[src/dwsp_pkg.sv]
// Shared types, codes and constants of the dual wheel speed PID block.
package dwsp_pkg;

  // Field and datapath widths
  localparam int unsigned CountW  = 16;
  localparam int unsigned WordW   = 32;
  localparam int unsigned ErrW    = 33;
  localparam int unsigned DerivW  = 34;
  localparam int unsigned WideW   = 48;
  localparam int unsigned ChunkW  = 16;
  localparam int unsigned ProdW   = WordW + ChunkW + 1;
  localparam int unsigned AccW    = 84;
  localparam int unsigned LimW    = 31;
  localparam int unsigned CmpW    = 16;
  localparam int unsigned DirW    = 2;
  localparam int unsigned CfgIdxW = 3;

  // Register reset values
  localparam logic [LimW-1:0]   OutLimitRst   = 31'd65536;
  localparam logic [ChunkW-1:0] SpeedScaleRst = 16'd745;
  localparam logic [ChunkW-1:0] PwmPeriodRst  = 16'd7200;

  // Configuration register indexes
  typedef enum logic [CfgIdxW-1:0] {
    CFG_GOAL_LEFT   = 3'd0,
    CFG_GOAL_RIGHT  = 3'd1,
    CFG_GAIN_P      = 3'd2,
    CFG_GAIN_I      = 3'd3,
    CFG_GAIN_D      = 3'd4,
    CFG_OUT_LIMIT   = 3'd5,
    CFG_SPEED_SCALE = 3'd6,
    CFG_PWM_PERIOD  = 3'd7
  } cfg_reg_e;

  // Drive direction codes
  typedef enum logic [DirW-1:0] {
    DIR_BRAKE = 2'd0,
    DIR_FWD   = 2'd1,
    DIR_REV   = 2'd2
  } dir_e;

  // Operand pair fed to the shared multiplier
  typedef enum logic [2:0] {
    MUL_SPEED = 3'd0,
    MUL_P     = 3'd1,
    MUL_I     = 3'd2,
    MUL_D     = 3'd3,
    MUL_PWM   = 3'd4
  } mul_sel_e;

  // Sequencer states
  typedef enum logic [3:0] {
    ST_IDLE  = 4'd0,
    ST_SPEED = 4'd1,
    ST_ERR   = 4'd2,
    ST_UPD   = 4'd3,
    ST_MAC   = 4'd4,
    ST_DRAIN = 4'd5,
    ST_CLAMP = 4'd6,
    ST_PWM   = 4'd7,
    ST_CMP   = 4'd8,
    ST_DONE  = 4'd9
  } state_e;

  // Commands from the sequencer to the datapath
  typedef struct packed {
    logic      load_in;
    logic      wheel;
    logic      mul_en;
    mul_sel_e  mul_sel;
    logic [1:0] mul_chunk;
    logic      acc_clr;
    logic      acc_add;
    logic      err_en;
    logic      upd_en;
    logic      clamp_en;
    logic      cmp_en;
    logic      done_en;
  } dwsp_cmd_t;

endpackage

[src/dwsp_ctrl.sv]
// Sequencer: steps each wheel through speed, error, MAC, clamp and PWM scaling.
module dwsp_ctrl (
  input  logic                 clk_i,
  input  logic                 rst_ni,
  input  logic                 in_valid_i,
  output logic                 in_ready_o,
  input  logic                 out_ready_i,
  output logic                 out_valid_o,
  output dwsp_pkg::dwsp_cmd_t  cmd_o
);
  import dwsp_pkg::*;

  state_e     state_q, state_d;
  logic       wheel_q, wheel_d;
  logic [1:0] term_q, term_d;
  logic [1:0] chunk_q, chunk_d;
  logic       out_valid_q, out_valid_d;
  logic       slot_free;

  assign slot_free   = !out_valid_q || out_ready_i;
  assign out_valid_o = out_valid_q;

  // Next state
  always_comb begin
    state_d     = state_q;
    wheel_d     = wheel_q;
    term_d      = term_q;
    chunk_d     = chunk_q;
    out_valid_d = out_valid_q && !out_ready_i;
    unique case (state_q)
      ST_IDLE: begin
        if (in_valid_i) begin
          state_d = ST_SPEED;
          wheel_d = 1'b0;
        end
      end
      ST_SPEED: state_d = ST_ERR;
      ST_ERR:   state_d = ST_UPD;
      ST_UPD: begin
        state_d = ST_MAC;
        term_d  = 2'd0;
        chunk_d = 2'd0;
      end
      ST_MAC: begin
        if (chunk_q == 2'd2) begin
          chunk_d = 2'd0;
          term_d  = term_q + 2'd1;
          if (term_q == 2'd2) begin
            state_d = ST_DRAIN;
          end
        end else begin
          chunk_d = chunk_q + 2'd1;
        end
      end
      ST_DRAIN: state_d = ST_CLAMP;
      ST_CLAMP: state_d = ST_PWM;
      ST_PWM:   state_d = ST_CMP;
      ST_CMP: begin
        if (wheel_q) begin
          state_d = ST_DONE;
        end else begin
          wheel_d = 1'b1;
          state_d = ST_SPEED;
        end
      end
      ST_DONE: begin
        if (slot_free) begin
          out_valid_d = 1'b1;
          wheel_d     = 1'b0;
          state_d     = ST_IDLE;
        end
      end
      default: state_d = ST_IDLE;
    endcase
  end

  // Outputs
  always_comb begin
    cmd_o           = '0;
    cmd_o.wheel     = wheel_q;
    cmd_o.mul_sel   = MUL_SPEED;
    cmd_o.mul_chunk = 2'd0;
    in_ready_o      = 1'b0;
    unique case (state_q)
      ST_IDLE: begin
        in_ready_o    = 1'b1;
        cmd_o.load_in = in_valid_i;
      end
      ST_SPEED: begin
        cmd_o.mul_en  = 1'b1;
        cmd_o.mul_sel = MUL_SPEED;
      end
      ST_ERR: cmd_o.err_en = 1'b1;
      ST_UPD: cmd_o.upd_en = 1'b1;
      ST_MAC: begin
        cmd_o.mul_en    = 1'b1;
        cmd_o.mul_chunk = chunk_q;
        unique case (term_q)
          2'd1:    cmd_o.mul_sel = MUL_I;
          2'd2:    cmd_o.mul_sel = MUL_D;
          default: cmd_o.mul_sel = MUL_P;
        endcase
        // first product is still in flight: clear, later ones add
        if (term_q == 2'd0 && chunk_q == 2'd0) begin
          cmd_o.acc_clr = 1'b1;
        end else begin
          cmd_o.acc_add = 1'b1;
        end
      end
      ST_DRAIN: cmd_o.acc_add  = 1'b1;
      ST_CLAMP: cmd_o.clamp_en = 1'b1;
      ST_PWM: begin
        cmd_o.mul_en  = 1'b1;
        cmd_o.mul_sel = MUL_PWM;
      end
      ST_CMP:  cmd_o.cmp_en  = 1'b1;
      ST_DONE: cmd_o.done_en = slot_free;
      default: ;
    endcase
  end

  // State registers
  always_ff @(posedge clk_i or negedge rst_ni) begin
    if (!rst_ni) begin
      state_q     <= ST_IDLE;
      wheel_q     <= 1'b0;
      term_q      <= 2'd0;
      chunk_q     <= 2'd0;
      out_valid_q <= 1'b0;
    end else begin
      state_q     <= state_d;
      wheel_q     <= wheel_d;
      term_q      <= term_d;
      chunk_q     <= chunk_d;
      out_valid_q <= out_valid_d;
    end
  end

endmodule

[src/dwsp_datapath.sv]
// Datapath: config registers, wheel state, shared multiplier and accumulator.
module dwsp_datapath (
  input  logic                        clk_i,
  input  logic                        rst_ni,
  input  dwsp_pkg::dwsp_cmd_t         cmd_i,
  input  logic                        cfg_valid_i,
  input  logic [dwsp_pkg::CfgIdxW-1:0] cfg_index_i,
  input  logic [dwsp_pkg::WordW-1:0]  cfg_data_i,
  input  logic signed [15:0]          count_left_i,
  input  logic signed [15:0]          count_right_i,
  output logic [1:0]                  dir_left_o,
  output logic [15:0]                 compare_left_o,
  output logic [1:0]                  dir_right_o,
  output logic [15:0]                 compare_right_o,
  output logic signed [47:0]          odometry_o
);
  import dwsp_pkg::*;

  localparam logic [WideW-1:0] Max48 = {1'b0, {(WideW-1){1'b1}}};
  localparam logic [WideW-1:0] Min48 = {1'b1, {(WideW-1){1'b0}}};

  // Saturate a 49-bit sum to 48 bits
  function automatic logic [WideW-1:0] sat48(input logic [WideW:0] v);
    logic [WideW-1:0] r;
    if (v[WideW] != v[WideW-1]) begin
      r = v[WideW] ? Min48 : Max48;
    end else begin
      r = v[WideW-1:0];
    end
    return r;
  endfunction

  // Configuration registers
  logic [WordW-1:0]  goal_l_q, goal_r_q, gain_p_q, gain_i_q, gain_d_q;
  logic [LimW-1:0]   out_limit_q;
  logic [ChunkW-1:0] speed_scale_q, pwm_period_q;

  // Per-item and per-wheel registers
  logic [CountW-1:0] cnt_l_q, cnt_r_q;
  logic [ProdW-1:0]  prod_q;
  logic [1:0]        prod_shift_q;
  logic [AccW-1:0]   acc_q;
  logic [ErrW-1:0]   err_q;
  logic [DerivW-1:0] deriv_q;
  logic [WideW-1:0]  integ_q [2];
  logic [ErrW-1:0]   prior_q [2];
  logic [WideW-1:0]  dist_q;
  logic [LimW-1:0]   mag_q;
  logic [DirW-1:0]   dir_w_q [2];
  logic [CmpW-1:0]   cmp_w_q [2];
  logic [DirW-1:0]   dir_l_out_q, dir_r_out_q;
  logic [CmpW-1:0]   cmp_l_out_q, cmp_r_out_q;

  // Wheel selection
  logic              w;
  logic [CountW-1:0] cnt_w;
  logic [WordW-1:0]  goal_w;

  assign w      = cmd_i.wheel;
  assign cnt_w  = w ? cnt_r_q : cnt_l_q;
  assign goal_w = w ? goal_r_q : goal_l_q;

  // Config write port
  always_ff @(posedge clk_i or negedge rst_ni) begin
    if (!rst_ni) begin
      goal_l_q      <= '0;
      goal_r_q      <= '0;
      gain_p_q      <= '0;
      gain_i_q      <= '0;
      gain_d_q      <= '0;
      out_limit_q   <= OutLimitRst;
      speed_scale_q <= SpeedScaleRst;
      pwm_period_q  <= PwmPeriodRst;
    end else if (cfg_valid_i) begin
      unique case (cfg_reg_e'(cfg_index_i))
        CFG_GOAL_LEFT:   goal_l_q      <= cfg_data_i;
        CFG_GOAL_RIGHT:  goal_r_q      <= cfg_data_i;
        CFG_GAIN_P:      gain_p_q      <= cfg_data_i;
        CFG_GAIN_I:      gain_i_q      <= cfg_data_i;
        CFG_GAIN_D:      gain_d_q      <= cfg_data_i;
        CFG_OUT_LIMIT:   out_limit_q   <= cfg_data_i[LimW-1:0];
        CFG_SPEED_SCALE: speed_scale_q <= cfg_data_i[ChunkW-1:0];
        CFG_PWM_PERIOD:  pwm_period_q  <= cfg_data_i[ChunkW-1:0];
      endcase
    end
  end

  // Shared multiplier: 32-bit signed operand times one 16-bit slice
  logic [WordW-1:0]         op_a;
  logic [WideW-1:0]         op_b;
  logic [ChunkW:0]          chunk;
  logic signed [ProdW-1:0]  prod_d;

  always_comb begin
    unique case (cmd_i.mul_sel)
      MUL_SPEED: begin
        op_a = {{(WordW-CountW){cnt_w[CountW-1]}}, cnt_w};
        op_b = {{(WideW-ChunkW){1'b0}}, speed_scale_q};
      end
      MUL_P: begin
        op_a = gain_p_q;
        op_b = {{(WideW-ErrW){err_q[ErrW-1]}}, err_q};
      end
      MUL_I: begin
        op_a = gain_i_q;
        op_b = integ_q[w];
      end
      MUL_D: begin
        op_a = gain_d_q;
        op_b = {{(WideW-DerivW){deriv_q[DerivW-1]}}, deriv_q};
      end
      MUL_PWM: begin
        op_a = {1'b0, mag_q};
        op_b = {{(WideW-ChunkW){1'b0}}, pwm_period_q};
      end
      default: begin
        op_a = '0;
        op_b = '0;
      end
    endcase
    // low slices unsigned, top slice carries the sign
    unique case (cmd_i.mul_chunk)
      2'd0:    chunk = {1'b0, op_b[15:0]};
      2'd1:    chunk = {1'b0, op_b[31:16]};
      default: chunk = {op_b[47], op_b[47:32]};
    endcase
    prod_d = ProdW'($signed(op_a)) * ProdW'($signed(chunk));
  end

  always_ff @(posedge clk_i) begin
    if (cmd_i.mul_en) begin
      prod_q       <= prod_d;
      prod_shift_q <= cmd_i.mul_chunk;
    end
  end

  // Accumulator: add the product at its slice weight
  logic [AccW-1:0] prod_ext, acc_term;
  assign prod_ext = {{(AccW-ProdW){prod_q[ProdW-1]}}, prod_q};

  always_comb begin
    unique case (prod_shift_q)
      2'd0:    acc_term = prod_ext;
      2'd1:    acc_term = {prod_ext[AccW-17:0], 16'd0};
      default: acc_term = {prod_ext[AccW-33:0], 32'd0};
    endcase
  end

  always_ff @(posedge clk_i) begin
    if (cmd_i.acc_clr) begin
      acc_q <= '0;
    end else if (cmd_i.acc_add) begin
      acc_q <= acc_q + acc_term;
    end
  end

  // Input capture and error: err = goal + count*scale
  always_ff @(posedge clk_i) begin
    if (cmd_i.load_in) begin
      cnt_l_q <= count_left_i;
      cnt_r_q <= count_right_i;
    end
    if (cmd_i.err_en) begin
      err_q <= {goal_w[WordW-1], goal_w} + {prod_q[WordW-1], prod_q[WordW-1:0]};
    end
    if (cmd_i.upd_en) begin
      deriv_q <= {err_q[ErrW-1], err_q} - {prior_q[w][ErrW-1], prior_q[w]};
    end
  end

  // Integral, prior error and odometry state
  logic [WideW:0]     integ_sum;
  logic [CountW:0]    cnt_sum, cnt_adj;
  logic [CountW-1:0]  half;
  logic [WideW:0]     dist_sum;

  assign integ_sum = {integ_q[w][WideW-1], integ_q[w]}
                   + {{(WideW-ErrW+1){err_q[ErrW-1]}}, err_q};
  // mean of the two counts, truncated toward zero
  assign cnt_sum  = {cnt_l_q[CountW-1], cnt_l_q} + {cnt_r_q[CountW-1], cnt_r_q};
  assign cnt_adj  = cnt_sum + {{CountW{1'b0}}, cnt_sum[CountW]};
  assign half     = cnt_adj[CountW:1];
  assign dist_sum = {dist_q[WideW-1], dist_q}
                  - {{(WideW-CountW+1){half[CountW-1]}}, half};

  always_ff @(posedge clk_i or negedge rst_ni) begin
    if (!rst_ni) begin
      integ_q[0] <= '0;
      integ_q[1] <= '0;
      prior_q[0] <= '0;
      prior_q[1] <= '0;
      dist_q     <= '0;
    end else begin
      if (cmd_i.upd_en) begin
        integ_q[w] <= sat48(integ_sum);
        prior_q[w] <= err_q;
      end
      if (cmd_i.done_en) begin
        dist_q <= sat48(dist_sum);
      end
    end
  end

  // Clamp: op = acc >>> 16 limited to +/- out_limit
  logic [AccW-17:0] s;
  logic [AccW-17:0] lim_x, neg_sum;
  logic             over_pos, over_neg;
  logic [LimW-1:0]  s_neg, mag_d;
  logic [DirW-1:0]  dir_d;

  assign s        = acc_q[AccW-1:16];
  assign lim_x    = {{(AccW-16-LimW){1'b0}}, out_limit_q};
  assign neg_sum  = s + lim_x;
  assign over_pos = !s[AccW-17] && (s > lim_x);
  assign over_neg = s[AccW-17] && neg_sum[AccW-17];
  assign s_neg    = ~s[LimW-1:0] + 31'd1;

  always_comb begin
    if (over_pos || over_neg) begin
      mag_d = out_limit_q;
    end else if (s[AccW-17]) begin
      mag_d = s_neg;
    end else begin
      mag_d = s[LimW-1:0];
    end
    if (mag_d == '0) begin
      dir_d = DIR_BRAKE;
    end else if (s[AccW-17]) begin
      dir_d = DIR_REV;
    end else begin
      dir_d = DIR_FWD;
    end
  end

  // PWM compare: ((mag*period) >> 16) - 1, floored at 0, saturated
  logic [LimW-1:0] cmp_raw;
  logic [CmpW-1:0] cmp_d;
  assign cmp_raw = prod_q[46:16];

  always_comb begin
    if (cmp_raw == '0) begin
      cmp_d = '0;
    end else if (cmp_raw > 31'd65536) begin
      cmp_d = '1;
    end else begin
      cmp_d = CmpW'(cmp_raw - 31'd1);
    end
  end

  always_ff @(posedge clk_i) begin
    if (cmd_i.clamp_en) begin
      mag_q      <= mag_d;
      dir_w_q[w] <= dir_d;
    end
    if (cmd_i.cmp_en) begin
      cmp_w_q[w] <= cmp_d;
    end
    if (cmd_i.done_en) begin
      dir_l_out_q <= dir_w_q[0];
      dir_r_out_q <= dir_w_q[1];
      cmp_l_out_q <= cmp_w_q[0];
      cmp_r_out_q <= cmp_w_q[1];
    end
  end

  assign dir_left_o      = dir_l_out_q;
  assign dir_right_o     = dir_r_out_q;
  assign compare_left_o  = cmp_l_out_q;
  assign compare_right_o = cmp_r_out_q;
  assign odometry_o      = dist_q;

endmodule

[src/dual_wheel_speed_pid.sv]
// Top level of the dual wheel speed PID controller.
// Items are processed one at a time: in_ready_o is high only in the idle state. Each wheel
// takes eleven products through the single shared 32x17 multiplier (speed, nine PID
// slices, PWM scaling).
// Reset (rst_ni low, asynchronous): registers return to their defaults,
// integrals, prior errors and odometry clear, no result is pending.
module dual_wheel_speed_pid (
  input  logic                        clk_i,
  input  logic                        rst_ni,
  input  logic                        cfg_valid_i,
  output logic                        cfg_ready_o,
  input  logic [dwsp_pkg::CfgIdxW-1:0] cfg_index_i,
  input  logic [dwsp_pkg::WordW-1:0]  cfg_data_i,
  input  logic                        in_valid_i,
  output logic                        in_ready_o,
  input  logic signed [15:0]          count_left_i,
  input  logic signed [15:0]          count_right_i,
  output logic                        out_valid_o,
  input  logic                        out_ready_i,
  output logic [1:0]                  dir_left_o,
  output logic [15:0]                 compare_left_o,
  output logic [1:0]                  dir_right_o,
  output logic [15:0]                 compare_right_o,
  output logic signed [47:0]          odometry_o
);
  import dwsp_pkg::*;

  dwsp_cmd_t cmd;

  // Config writes complete in the cycle they are offered
  assign cfg_ready_o = 1'b1;

  dwsp_ctrl u_ctrl (
    .clk_i       (clk_i),
    .rst_ni      (rst_ni),
    .in_valid_i  (in_valid_i),
    .in_ready_o  (in_ready_o),
    .out_ready_i (out_ready_i),
    .out_valid_o (out_valid_o),
    .cmd_o       (cmd)
  );

  dwsp_datapath u_datapath (
    .clk_i           (clk_i),
    .rst_ni          (rst_ni),
    .cmd_i           (cmd),
    .cfg_valid_i     (cfg_valid_i),
    .cfg_index_i     (cfg_index_i),
    .cfg_data_i      (cfg_data_i),
    .count_left_i    (count_left_i),
    .count_right_i   (count_right_i),
    .dir_left_o      (dir_left_o),
    .compare_left_o  (compare_left_o),
    .dir_right_o     (dir_right_o),
    .compare_right_o (compare_right_o),
    .odometry_o      (odometry_o)
  );

endmodule

[config.mk]
export PLATFORM = sky130hd
export DESIGN_NAME = dual_wheel_speed_pid
export DESIGN_NICKNAME = d
export VERILOG_FILES = /design/src/dwsp_pkg.sv /design/src/dwsp_ctrl.sv /design/src/dwsp_datapath.sv /design/src/dual_wheel_speed_pid.sv
export SDC_FILE = /design/constraint.sdc
export NUM_CORES = 2
export LEC_CHECK = 0
export BUFFER_PORTS_ARGS = -buffer_cell sky130_fd_sc_hd__buf_2
export CORE_AREA = 2 2 325 327
export CTS_CLUSTER_DIAMETER = 200
export CTS_CLUSTER_SIZE = 30
export DETAILED_ROUTE_END_ITERATION = 10
export DIE_AREA = 0 0 327 329
export PLACE_DENSITY = 0.82
export REMOVE_ABC_BUFFERS = 1
export SETUP_SLACK_MARGIN = 0.2
export SYNTH_ARGS = -nofsm -noshare
export SYNTH_HDL_FRONTEND = slang
export SYNTH_SLANG_ARGS = --single-unit
[constraint.sdc]
create_clock -name clk_i -period 21.7 [get_ports clk_i]
set_input_delay 5.425 -clock clk_i [delete_from_list [all_inputs] [get_ports clk_i]]
set_output_delay 5.425 -clock clk_i [all_outputs]
set_load 0.02 [all_outputs]
# After elaboration in Yosys (flattened, before gate mapping)
# Memory sizes are Yosys's and may differ from the RTL's. A register that Yosys moved wholly into a read port is not among the register bits.
# Cells that the tools add are included.
[classes]
multipliers = 1
reduce_logical = 32
n_eq_ne = 31
bitwise_logic = 2
magnitude_cmp = 4
addsub = 12
n_mux = 61
[ops]
columns = ["op", "count"]
rows = [
  ["2-to-1 mux 48 bit", 9],
  ["case mux 48 bit (5 select lines)", 1],
  ["case mux 32 bit (5 select lines)", 1],
  ["case mux 80 bit (2 select lines)", 1],
  ["2-to-1 mux 33 bit", 4],
  ["bitwise mux 96 bit", 1],
  ["adder 84 bit", 1],
  ["adder 68 x 31 -> 68 bit", 1],
  ["greater-than comparator 68 x 31 -> 1 bit", 1],
  ["bitwise mux 66 bit", 1],
  ["logical NOT 31 bit", 2],
  ["2-to-1 mux 31 bit", 2],
  ["adder 48 x 33 -> 49 bit", 1],
  ["multiplier 32 x 17 -> 49 bit", 1],
  ["subtractor 48 x 16 -> 49 bit", 1],
  ["demux 48 bit (select 1 bit)", 1],
  ["2-to-1 mux 16 bit", 3],
  ["case mux 4 bit (10 select lines)", 1],
  ["case mux 17 bit (2 select lines)", 1],
  ["subtractor 33 x 33 -> 34 bit", 1],
  ["adder 32 x 32 -> 33 bit", 1],
  ["demux 33 bit (select 1 bit)", 1],
  ["2-to-1 mux 32 bit", 1],
  ["adder 31 x 1 -> 31 bit, second input constant", 1],
  ["other kinds (40)", 104],
]
[word_totals]
wordCells = 171
out_inout_bits = 87
ff_bits = 708
ramBits = 36
n_memories = 2
input_bits = 72
[memory_table]
columns = ["name", "words", "width", "rd", "rd_ports_with_merged_regs", "write_ports", "line_no", "rtl"]
rows = [
  ["u_datapath.cmp_w_q", 2, 16, 2, 2, 1, "dwsp_datapath.sv:50", "logic [CmpW-1:0] cmp_w_q [2];"],
  ["u_datapath.dir_w_q", 2, 2, 2, 2, 1, "dwsp_datapath.sv:49", "logic [DirW-1:0] dir_w_q [2];"],
]

# Longest topological paths before layout
[logic_depth]
depth_word = 9
mapped_depth = 36
ltp_nobuf = 35

# Hierarchy
# A second synthesis with hierarchy kept.
[unflattened]
cells_unflattened = 7241
hier_area_um2 = 68160.4
[by_module_without_submodules]
columns = ["mod", "cells_per_inst", "instances", "area_each_um2", "seq_area_each_um2"]
rows = [
  ["dwsp_datapath", 7166, 1, 67448.4, 20128.1],
  ["dwsp_ctrl", 73, 1, 700.7, 250.2],
  ["dual_wheel_speed_pid", 2, 1, 11.3, 0.0],
]

# Worst setup path after synthesis
# Ideal clock, no wire load.
[synth_timing]
kind = "register -> register"
from = "register u_ctrl.term_q[0]"
to = "register u_datapath.prod_q[32] (data pin)"
setup_time_ps = 258
synth_period_minus_slack_ps = 8882
required_time_ps = 21442
slack_ps = 12818
t_arrival_ps = 8624
n_path_buf = 4
stages_incl_launch_ff = 34
path_cell_list = "dfrtp_1 -> inv_1 -> ha_1 -> inv_1 -> nor4_1 -> clkbuf_1 -> buf_1 -> clkbuf_1 -> buf_1 -> a221o_1 -> nand2_1 -> fa_1 -> inv_1 -> fa_1 -> inv_1 -> fa_1 -> inv_1 -> fa_1 -> fa_1 -> inv_1 -> fa_1 -> inv_1 -> ha_1 -> a21oi_1 -> o21ai_0 -> a221o_1 -> a21oi_1 -> o21ai_1 -> and2_1 -> a221o_1 -> a21o_1 -> a21o_1 -> a21oi_1 -> xnor2_1"
[synth_via]
elab_chain_len = 7
word_cells_on_any_way = 13
classes_between = "mul (1); eq/ne (6); mux (5); reduce/logical (1)"
[synth_lines]
columns = ["item", "line_no", "rtl"]
rows = [
  ["start: declaration", "dwsp_ctrl.sv:15", "logic [1:0] term_q, term_d;"],
  ["start signal: assignment", "dwsp_ctrl.sv:133", "term_q <= term_d;"],
  ["== test 2 bit or == test 2 x 1 -> 1 bit (tied branches)", "dwsp_ctrl.sv:98", "unique case (term_q)"],
  ["case mux 2 bit (2 select lines) (*)", "dwsp_ctrl.sv:98", ""],
  ["case mux 4 bit (3 select lines) (*)", "dwsp_ctrl.sv:84", "unique case (state_q)"],
  ["== test 3 bit, or another cell as far along", "dwsp_datapath.sv:95", "unique case (cmd_i.mul_sel)"],
  ["case mux 48 bit (5 select lines)", "dwsp_datapath.sv:95", ""],
  ["case mux 17 bit (2 select lines)", "dwsp_datapath.sv:122", "unique case (cmd_i.mul_chunk)"],
  ["multiplier 32 x 17 -> 49 bit (*)", "dwsp_datapath.sv:127", "prod_d = ProdW'($signed(op_a)) * ProdW'($signed(chunk));"],
  ["net u_datapath.prod_d[32]", "dwsp_datapath.sv:92", "logic signed [ProdW-1:0] prod_d;"],
  ["end signal: assignment", "dwsp_datapath.sv:132", "prod_q <= prod_d;"],
  ["end: declaration", "dwsp_datapath.sv:40", "logic [ProdW-1:0] prod_q;"],
]
# Mark *: on every way through the listed nets, which the timed path passes. The rest lies on a longest branch.
# A chain may end at the register's enable or synchronous reset.

# Final worst setup path
[layout_timing]
from = "register u_ctrl.term_q[0]"
to = "register u_datapath.prod_q[45] (data pin)"
# Same word-level chain as after synthesis.

==> metrics.txt <==
Most Crowded Layer GR met2; Iteration-0 DRC Markers 6102; Hold-fix buffers, CTS 0; initial antenna violation count 32; Syn Std Cell Area 67400 um2; WHS Endpoint compare_left_o[7]; Seq cells post-synth 780; root buffer cell clkbuf_16; Area growth, synth to finish 4.42%; die area 108000 um2; largest net degree at the start of global routing 116; cell family with most CP delay adder cells; # resized after CTS 0; Syn Area/Cell 9.29 um2; IO Count around 160; CTS tree built; crit path DAT 11180 ps; placement-stage cell area 69500 um2; wirelength, routed 207 mm; Slew @ Worst Pin 1370 ps; CP max-delay cell a2111oi_0; Setup Skew slightly below 50 ps; DP Cell Count about 8600; Num CTS Buffers 29; All-Layer GR Usage 38.2%; Multi-input gate area 43300 um2; worst relative slew slack 6.34%; clk slew on worst S/H paths 130 ps; DRC Markers 0; endpoints failing setup 0; met2 Resource Use GR 60.2%; num rows between 100 and 150; worst hold path type reg2reg; CORE AREA 104000 um2; Final Instance Area roughly 70000 um2; leading area contributor after synthesis dfrtp_1; synth cell count leaders 948 x nand2_1, 682 x inv_1, 638 x nor2_1, 528 x fa_1, 469 x a21oi_1; top_reg_cell synth dfrtp_1; register area share after synthesis 30.2%; setup TNS 0 ps; Reg area 20400 um2; top cells by area, synth dfrtp_1 16%, fa_1 16%, edfxtp_1 11%, ha_1 8.2%, mux2_2 5.6%; share of cells above drive strength 1 9.58%; status completed; RSZ-0062 raised after global routing no; count leader, synth nand2_1; reg2reg setup slack 10970 ps; Routed Antenna Nets 0; Post-synth ARST share 56.8%; Fill cells roughly 8400; Hold Crit Start u_datapath.cmp_w_q[0][7]; Sink Count between 700 and 800; worst reg2reg path depth 31; IO Port Bufs 157; Detail Placement HPWL 157 mm; met1 GRT Util 49.1%; Most Frequent Cell on Critical Path fa_1; gr ovfl total 0; post-route insts no fill roughly 8600; clock latency at the later pin of the worst-skew pair 710 ps; Min Hold Slack ~420 ps; CP required 22150 ps; Die Span X 327 um; first-pass GRT wire length 318 mm; FMAX 93.2 MHz; Tcrit/Tclk final 49.5%; initial core utilization between 60% and 70%; Critical R2R Launch u_ctrl.term_q[0]; drt pass-1 iters 9; CP max FO 62; M3 GR Usage 7.27%; Final Critical Period 10730 ps; average wire per standard cell 24.0 um; Vias/cell 6.43; routability cong. roughly 1.0; final hold violation count 0; critical path capture point type flip-flop; Post-CTS Setup Repair Bufs 0; vias in the first global route 54800; Post-synth EDFFs around 250; synth warn 0; maximum clock path buffer count 3; Final nets between 8000 and 9000; cell count after synthesis 7253; RR Endpoint u_datapath.prod_q[45]; critical path depth in cells 31; Worst Path Buf+Inv 7; CP Class reg2reg; Worst setup SP type flip-flop; post-synth cell types 91; Yosys top cell area share 16.0%; max_cap viols 0; fin. max-slew vios 0; hold path cells 0; Die Height roughly 330 um; # H-tree levels 1; Vias 55500; Crit path largest cell delay 890 ps
==> logic make-up after synthesis <==
kind of cell	Yosys count	synth area share [%]
multiplexers	444	7.22
adder cells (fa/ha/maj)	987	24.2
flip-flops	780	30.2
XOR/XNOR	335	4.35
AO/OA/AOI/OAI	1521	14.2
buffers and inverters	1021	5.72
other	1	0.00557
AND/OR/NAND/NOR	2164	14.1
==> layer usage <==
layer	vias to the layer above	part of all wire, %	routed length, um
met4	28	7.4	15300
met5	-	0.087	179
met1	27300	38	77900
li1	24600	-	-
met2	2742	45	94000
met3	763	9.4	19300
==> cell usage in the layout (no fill, tap or decap), types with 18 or more instances in the layout <==
| cell | n |
|---|---|
| a221o_1 | 21 |
| fa_1 | 528 |
| a22oi_1 | 33 |
| buf_2 | 156 |
| xnor2_1 | 214 |
| a211oi_1 | 35 |
| mux2i_1 | 106 |
| nand2b_1 | 67 |
| or3_1 | 22 |
| nand4_1 | 79 |
| xor2_1 | 120 |
| a21oi_1 | 468 |
| mux2_2 | 335 |
| o21ai_0 | 321 |
| clkbuf_16 | 29 |
| a22o_1 | 18 |
| and2_1 | 57 |
| dfrtp_1 | 431 |
| o31ai_1 | 32 |
| clkbuf_1 | 24 |
| a31oi_1 | 34 |
| nor3_1 | 79 |
| nand3_1 | 73 |
| nor2_1 | 632 |
| nor2b_1 | 41 |
| o21ai_1 | 69 |
| o21bai_1 | 52 |
| buf_4 | 79 |
| o21a_1 | 39 |
| diode_2 | 22 |
| o211ai_1 | 22 |
| edfxtp_1 | 253 |
| nor4_1 | 39 |
| dfxtp_1 | 84 |
| a222oi_1 | 32 |
| nand2_1 | 947 |
| and3_1 | 28 |
| a21o_1 | 196 |
| inv_1 | 681 |
| ha_1 | 443 |
==> how the worst max path moves through the flow <==
stage,startpoint,end,slack [ps]
floorplan,u_ctrl.state_q[2],u_datapath.prod_q[32],6700
global placement,u_ctrl.term_q[0],u_datapath.prod_q[45],11430
detailed placement,u_ctrl.term_q[0],u_datapath.prod_q[45],11290
CTS,u_ctrl.term_q[0],u_datapath.prod_q[45],11210
global route,u_ctrl.term_q[0],u_datapath.prod_q[45],10500
finish,u_ctrl.term_q[0],u_datapath.prod_q[45],10970
==> metrics by stage <==
stage | worst slack, ps | util, %
finish | 10970 | 67.4
floorplan | 6700 | -
CTS | 11210 | 67.3
detailed placement | 11290 | 66.6
global placement | 11430 | 66.6
global route | 10500 | 67.4
==> area by class of cell <==
type	count	area share, %
antenna	22	0.0783
clock buffer	53	1.16
clock inverter	1	0.0124
inverter	692	3.69
multi-input combinational	5452	61.6
sequential	780	29.0
tap	1391	2.47
timing repair buffer	237	2.00
==> flip-flops by register name (all words and copies together) (netlist names), 33 cells and up <==
name	flops
u_datapath.acc_q	84
u_datapath.prod_q	49
u_datapath.odometry_o	48
u_datapath.deriv_q	34
u_datapath.err_q	33
u_datapath.prior_q	66
u_datapath.integ_q	96
Power is left out: the tool's default activity adds up to more than one toggle a clock period on the data nets, which glitch-free logic cannot reach.
